<file path="config.mk">
export PLATFORM = sky130hd
export DESIGN_NAME = css_cfg
export DESIGN_NICKNAME = d
export VERILOG_FILES = /design/src/hw/rtl/css_pkg.sv /design/src/hw/rtl/css_cfg.sv
export SDC_FILE = /design/constraint.sdc
export NUM_CORES = 1
export LEC_CHECK = 0
export ABC_AREA = 1
export BUFFER_PORTS_ARGS = -buffer_cell sky130_fd_sc_hd__buf_2
export CAP_MARGIN = 15
export CORE_MARGIN = 2
export CORE_UTILIZATION = 51
export CTS_CLUSTER_DIAMETER = 50
export CTS_CLUSTER_SIZE = 10
export DETAILED_ROUTE_END_ITERATION = 10
export PLACE_DENSITY = 0.79
export SYNTH_ARGS = -nofsm -noshare
export SYNTH_HDL_FRONTEND = slang
export SYNTH_SLANG_ARGS = --single-unit
</file>
<file path="constraint.sdc">
create_clock -name clk -period 1.3 [get_ports clk]
set_input_delay 0.26 -clock clk [delete_from_list [all_inputs] [get_ports clk]]
set_output_delay 0.26 -clock clk [all_outputs]
set_load 0.02 [all_outputs]
</file>
<file path="src/hw/rtl/css_pkg.sv">
package css_pkg;

  localparam int FREQ_ROWS_DEF = 256;
  localparam int MAX_BINS_DEF  = 64;

  // chirp numbers at which the step set changes
  localparam logic [8:0] QUARTER_START = 9'd8;
  localparam logic [8:0] DATA_START    = 9'd10;

  localparam int FREQ_DEPTH  = 256;
  localparam int ADDR_CALC_W = 15;
  localparam int CFG_IDX_W   = 3;
  localparam int CFG_DATA_W  = 17;

  typedef enum logic [1:0] {
    FN_TICK      = 2'd0,
    FN_LOAD_SEQ  = 2'd1,
    FN_LOAD_FREQ = 2'd2,
    FN_START     = 2'd3
  } css_func_e;

  typedef enum logic [CFG_IDX_W-1:0] {
    REG_STEP_INT_NORMAL   = 3'd0,
    REG_STEP_FRAC_NORMAL  = 3'd1,
    REG_BINS_NORMAL       = 3'd2,
    REG_STEP_INT_QUARTER  = 3'd3,
    REG_STEP_FRAC_QUARTER = 3'd4,
    REG_BINS_QUARTER      = 3'd5,
    REG_FRAC_MODULUS      = 3'd6,
    REG_TOTAL_CHIRPS      = 3'd7
  } css_reg_e;

  typedef enum logic {
    ST_TAKE = 1'b0,
    ST_ROW  = 1'b1
  } css_state_t;

  typedef struct packed {
    logic [15:0] step_int_normal;
    logic [15:0] step_frac_normal;
    logic [6:0]  bins_normal;
    logic [15:0] step_int_quarter;
    logic [15:0] step_frac_quarter;
    logic [6:0]  bins_quarter;
    logic [16:0] frac_modulus;
    logic [8:0]  total_chirps;
  } css_cfg_t;

endpackage

</file>
<file path="src/hw/rtl/css_cfg.sv">
module css_cfg (
  input  logic                              clk,
  input  logic                              rst_n,
  input  logic                              cfg_we,
  input  logic [css_pkg::CFG_IDX_W-1:0]     cfg_index,
  input  logic [css_pkg::CFG_DATA_W-1:0]    cfg_data,
  output css_pkg::css_cfg_t                 cfg
);

  css_pkg::css_cfg_t cfg_r;
  css_pkg::css_cfg_t cfg_nxt;

  always_comb begin
    cfg_nxt = cfg_r;
    if (cfg_we) begin
      unique case (css_pkg::css_reg_e'(cfg_index))
        css_pkg::REG_STEP_INT_NORMAL:   cfg_nxt.step_int_normal   = cfg_data[15:0];
        css_pkg::REG_STEP_FRAC_NORMAL:  cfg_nxt.step_frac_normal  = cfg_data[15:0];
        css_pkg::REG_BINS_NORMAL:       cfg_nxt.bins_normal       = cfg_data[6:0];
        css_pkg::REG_STEP_INT_QUARTER:  cfg_nxt.step_int_quarter  = cfg_data[15:0];
        css_pkg::REG_STEP_FRAC_QUARTER: cfg_nxt.step_frac_quarter = cfg_data[15:0];
        css_pkg::REG_BINS_QUARTER:      cfg_nxt.bins_quarter      = cfg_data[6:0];
        css_pkg::REG_FRAC_MODULUS:      cfg_nxt.frac_modulus      = cfg_data[16:0];
        css_pkg::REG_TOTAL_CHIRPS:      cfg_nxt.total_chirps      = cfg_data[8:0];
        default: ;
      endcase
    end
  end

  always_ff @(posedge clk) begin
    if (!rst_n) begin
      cfg_r.step_int_normal   <= 16'd0;
      cfg_r.step_frac_normal  <= 16'd0;
      cfg_r.bins_normal       <= 7'd64;
      cfg_r.step_int_quarter  <= 16'd0;
      cfg_r.step_frac_quarter <= 16'd0;
      cfg_r.bins_quarter      <= 7'd16;
      cfg_r.frac_modulus      <= 17'd1;
      cfg_r.total_chirps      <= 9'd256;
    end else begin
      cfg_r <= cfg_nxt;
    end
  end

  assign cfg = cfg_r;

endmodule

</file>
==> reports/metrics.cfg <==
[run_status]
status = complete, no violations

[clock_network]
cts.sinks = 104
numCtsBuffers = 9
cts_max_level = 3
cts_post_setup_buffers_inserted = 0
cts_tree = built
clk_pin_slew_worst_paths_ns = 0.11
clk-insertion-delay-late_ns = 0.37
clk_root_buffer_cell = sky130_fd_sc_hd__clkbuf_8
max-clock-path-buffers = 2
post_cts_resize_count = 0
holdBufCountCts = 0

[layout]
largest_reg_flops = 104
filler_cell_count = 759
syn2layout_area_growth_pct = 24.0
antennaDiodeCount = 0
final_net_count = 734
final_layout_size_suffix_gt1_frac = 0.239
fin_util = 0.641

[setup_path]
worst_path_largest_cell_delay_ns = 0.37
criticalPathCategory = flip-flop to output pin
crit_path_top_delay_cell = sky130_fd_sc_hd__dfxtp_1
path_cells = buf_2
timing.critical_path.from_type = flip-flop
worst_setup_path_end_kind = output pin
timing.critical_path.fanout_max = 2
crit_buf_inv = 1
cp_top_family = flip-flops
arrival_ns = 0.92
worstPathRequired_ns = 1.04

[place]
place.port_buffers = 126
place_hpwl_mm = 7.61
place.gp.congestion = 0.798

[logic_synthesis]
postSynthAreaPerCell_um2 = 7.05
yosysSeqAreaShare = 0.498
top_ff_cell_synth = sky130_fd_sc_hd__dfxtp_1
yosys.cell_count.top_type = sky130_fd_sc_hd__nor2_1
yosysWarnings = 0
synthDistinctLibCells = 15
synth_area_leaders = sky130_fd_sc_hd__dfxtp_1 50%, sky130_fd_sc_hd__nor2_1 18%, sky130_fd_sc_hd__nand3_1 11%
number_of_enable_flip_flop_cells_after_synthesis = 0
post_synth_inst_count = 593
synth.top_cells.by_count = 205 x sky130_fd_sc_hd__nor2_1, 118 x sky130_fd_sc_hd__nand2_1, 104 x sky130_fd_sc_hd__dfxtp_1
mappedNetlistNets = 616
synth_seq_cells = 104
combined_area_of_all_synthesized_cells_mm2 = 0.00418
yosysTopAreaCellShare = 0.498
synth_top_cell_by_area = sky130_fd_sc_hd__dfxtp_1
asyncSetResetFlopFracSynth = 0

[global_routing]
grt.total_usage = 0.253
first_global_vias = 3573
grt_antenna_before_repair = 0
grt_start_max_net_pins = 57
grt_first_pass_wirelength_mm = 17.3
gr-total-overflow = 0

[sta]
worst_slew_margin_rel = 0.672
fmax_mhz = 850
grt_setup_unrepaired = no
fin_setup_tns_ns = 0
final_hold_violation_count = 0
setup_viol = 0
timing.hold.ws_ns = 0.110
min_period_over_period = 0.905
clock-skew-final_ns = 0
report.final.slew_viol_count = 0
period_needed_ns = 1.18
tightestPinTransition_ns = 0.490

[floorplanning]
std_cell_rows = 33
floorplan.die.height_um = 94.5
io-pin-count = 127
design.die.area_mm2 = 0.00894
floorplan.initialDensity = 0.517
core_region_area_mm2 = 0.00809
die_w_um = 94.5

[pwr]
p_seq_frac = 0.525
power-per-cell-area_mw_per_mm2 = 1230
power.switching_fraction = 0.287
ir_drop_v = 0.000750
p_switching_mw = 1.83
design_power_total_mw = 6.39
clock_power_share = 0.338
p_int_mw = 4.56
p_leak_nw = 2.56
power.share.combinational = 0.138

[run]
cap_viol_max_count = 0

[drt]
drt-initial-drc-count = 261
avgViaCountPerCell = 4.96
routed_via_count = 4073
final_antenna_net_count = 0
detail_route.wl_per_cell_um = 13.7
route.final.wire_length_mm = 11.2
first_pass_iteration_count_of_the_detailed_router = 5
drcViolationCount = 0

[min_path]
type_of_the_most_critical_hold_path = input pin to flip-flop

==> placed cells by master (no fill, tap or decap) <==
cell type                      n
sky130_fd_sc_hd__clkbuf_8     10
sky130_fd_sc_hd__nor2_2        1
sky130_fd_sc_hd__buf_2       125
sky130_fd_sc_hd__nand2_1     118
sky130_fd_sc_hd__buf_12        9
sky130_fd_sc_hd__buf_4         8
sky130_fd_sc_hd__nor2_1      204
sky130_fd_sc_hd__nand3_1      96
sky130_fd_sc_hd__inv_8         1
sky130_fd_sc_hd__nor2_4        7
sky130_fd_sc_hd__nand2_4       1
sky130_fd_sc_hd__nand2_2       1
sky130_fd_sc_hd__clkinvlp_4    1
sky130_fd_sc_hd__inv_2         3
sky130_fd_sc_hd__bufinv_16     1
sky130_fd_sc_hd__inv_1        20
sky130_fd_sc_hd__clkinv_4      2
sky130_fd_sc_hd__inv_6         1
sky130_fd_sc_hd__dfxtp_1     104
sky130_fd_sc_hd__o21ai_0       3
==> logic make-up after synthesis <==
logic type,share of synthesized area
compound gates,0.00359
simple gates,0.428
flops,0.498
buf+inv,0.0703
==> power groups by stage <==
| stage | combinational, mW | sequential [mW] | clock [mW] |
|---|---|---|---|
| floorplan | 0.436 | 3.56 | 0 |
| global placement | 0.862 | 3.43 | 0 |
| detailed placement | 0.878 | 3.43 | 0 |
| CTS | 0.879 | 3.36 | 2.17 |
| global route | 0.969 | 3.37 | 2.30 |
| finish | 0.880 | 3.36 | 2.16 |
==> routing by layer <==
| metal | share of wire | GRT usage | vias up |
|---|---|---|---|
| li1 | - | - | 2074 |
| met3 | 0.085 | 0.0559 | 13 |
| met1 | 0.42 | 0.332 | 1820 |
| met5 | 0 | 0 | - |
| met4 | 0.016 | 0.0797 | 0 |
| met2 | 0.47 | 0.417 | 166 |
==> worst paths after layout <==
path	from	to	slack, ns	depth (start not counted)
setup reg to reg	cfg[68]$_SDFFE_PN0P_	cfg[68]$_SDFFE_PN0P_	0.67	2
setup / recovery	cfg[20]$_SDFFE_PN0P_	cfg[20]	0.12	1
hold / removal	cfg_data[6]	cfg[71]$_SDFFE_PN1P_	0.11	3
hold reg to reg	cfg[30]$_SDFFE_PN1P_	cfg[30]$_SDFFE_PN1P_	0.48	2
==> per-stage QoR <==
| stage | setup WS (ns) | area [um^2] | instances |
|---|---|---|---|
| floorplan | 0.244 | 4180 | 593 |
| global placement | 0.105 | 4970 | 805 |
| detailed placement | 0.0406 | 4970 | 805 |
| CTS | 0.114 | 5180 | 821 |
| global route | 0.0871 | 5180 | 821 |
| finish | 0.123 | 5180 | 821 |
==> worst min-delay path: stages <==
cell	delay (ns)
sky130_fd_sc_hd__buf_2	0.09
sky130_fd_sc_hd__nand2_1	0.05
sky130_fd_sc_hd__nand3_1	0.05
==> area by class of cell <==
| type | instances | area (um^2) | share of cell area |
|---|---|---|---|
| tap | 105 | 131 | 0.0253 |
| multi-input combinational | 431 | 1810 | 0.348 |
| timing repair buffer | 142 | 866 | 0.167 |
| sequential | 104 | 2080 | 0.402 |
| clock inverter | 6 | 75.1 | 0.0145 |
| inverter | 23 | 86.3 | 0.0167 |
| clock buffer | 10 | 138 | 0.0265 |
(Power assumes the default switching activity.)
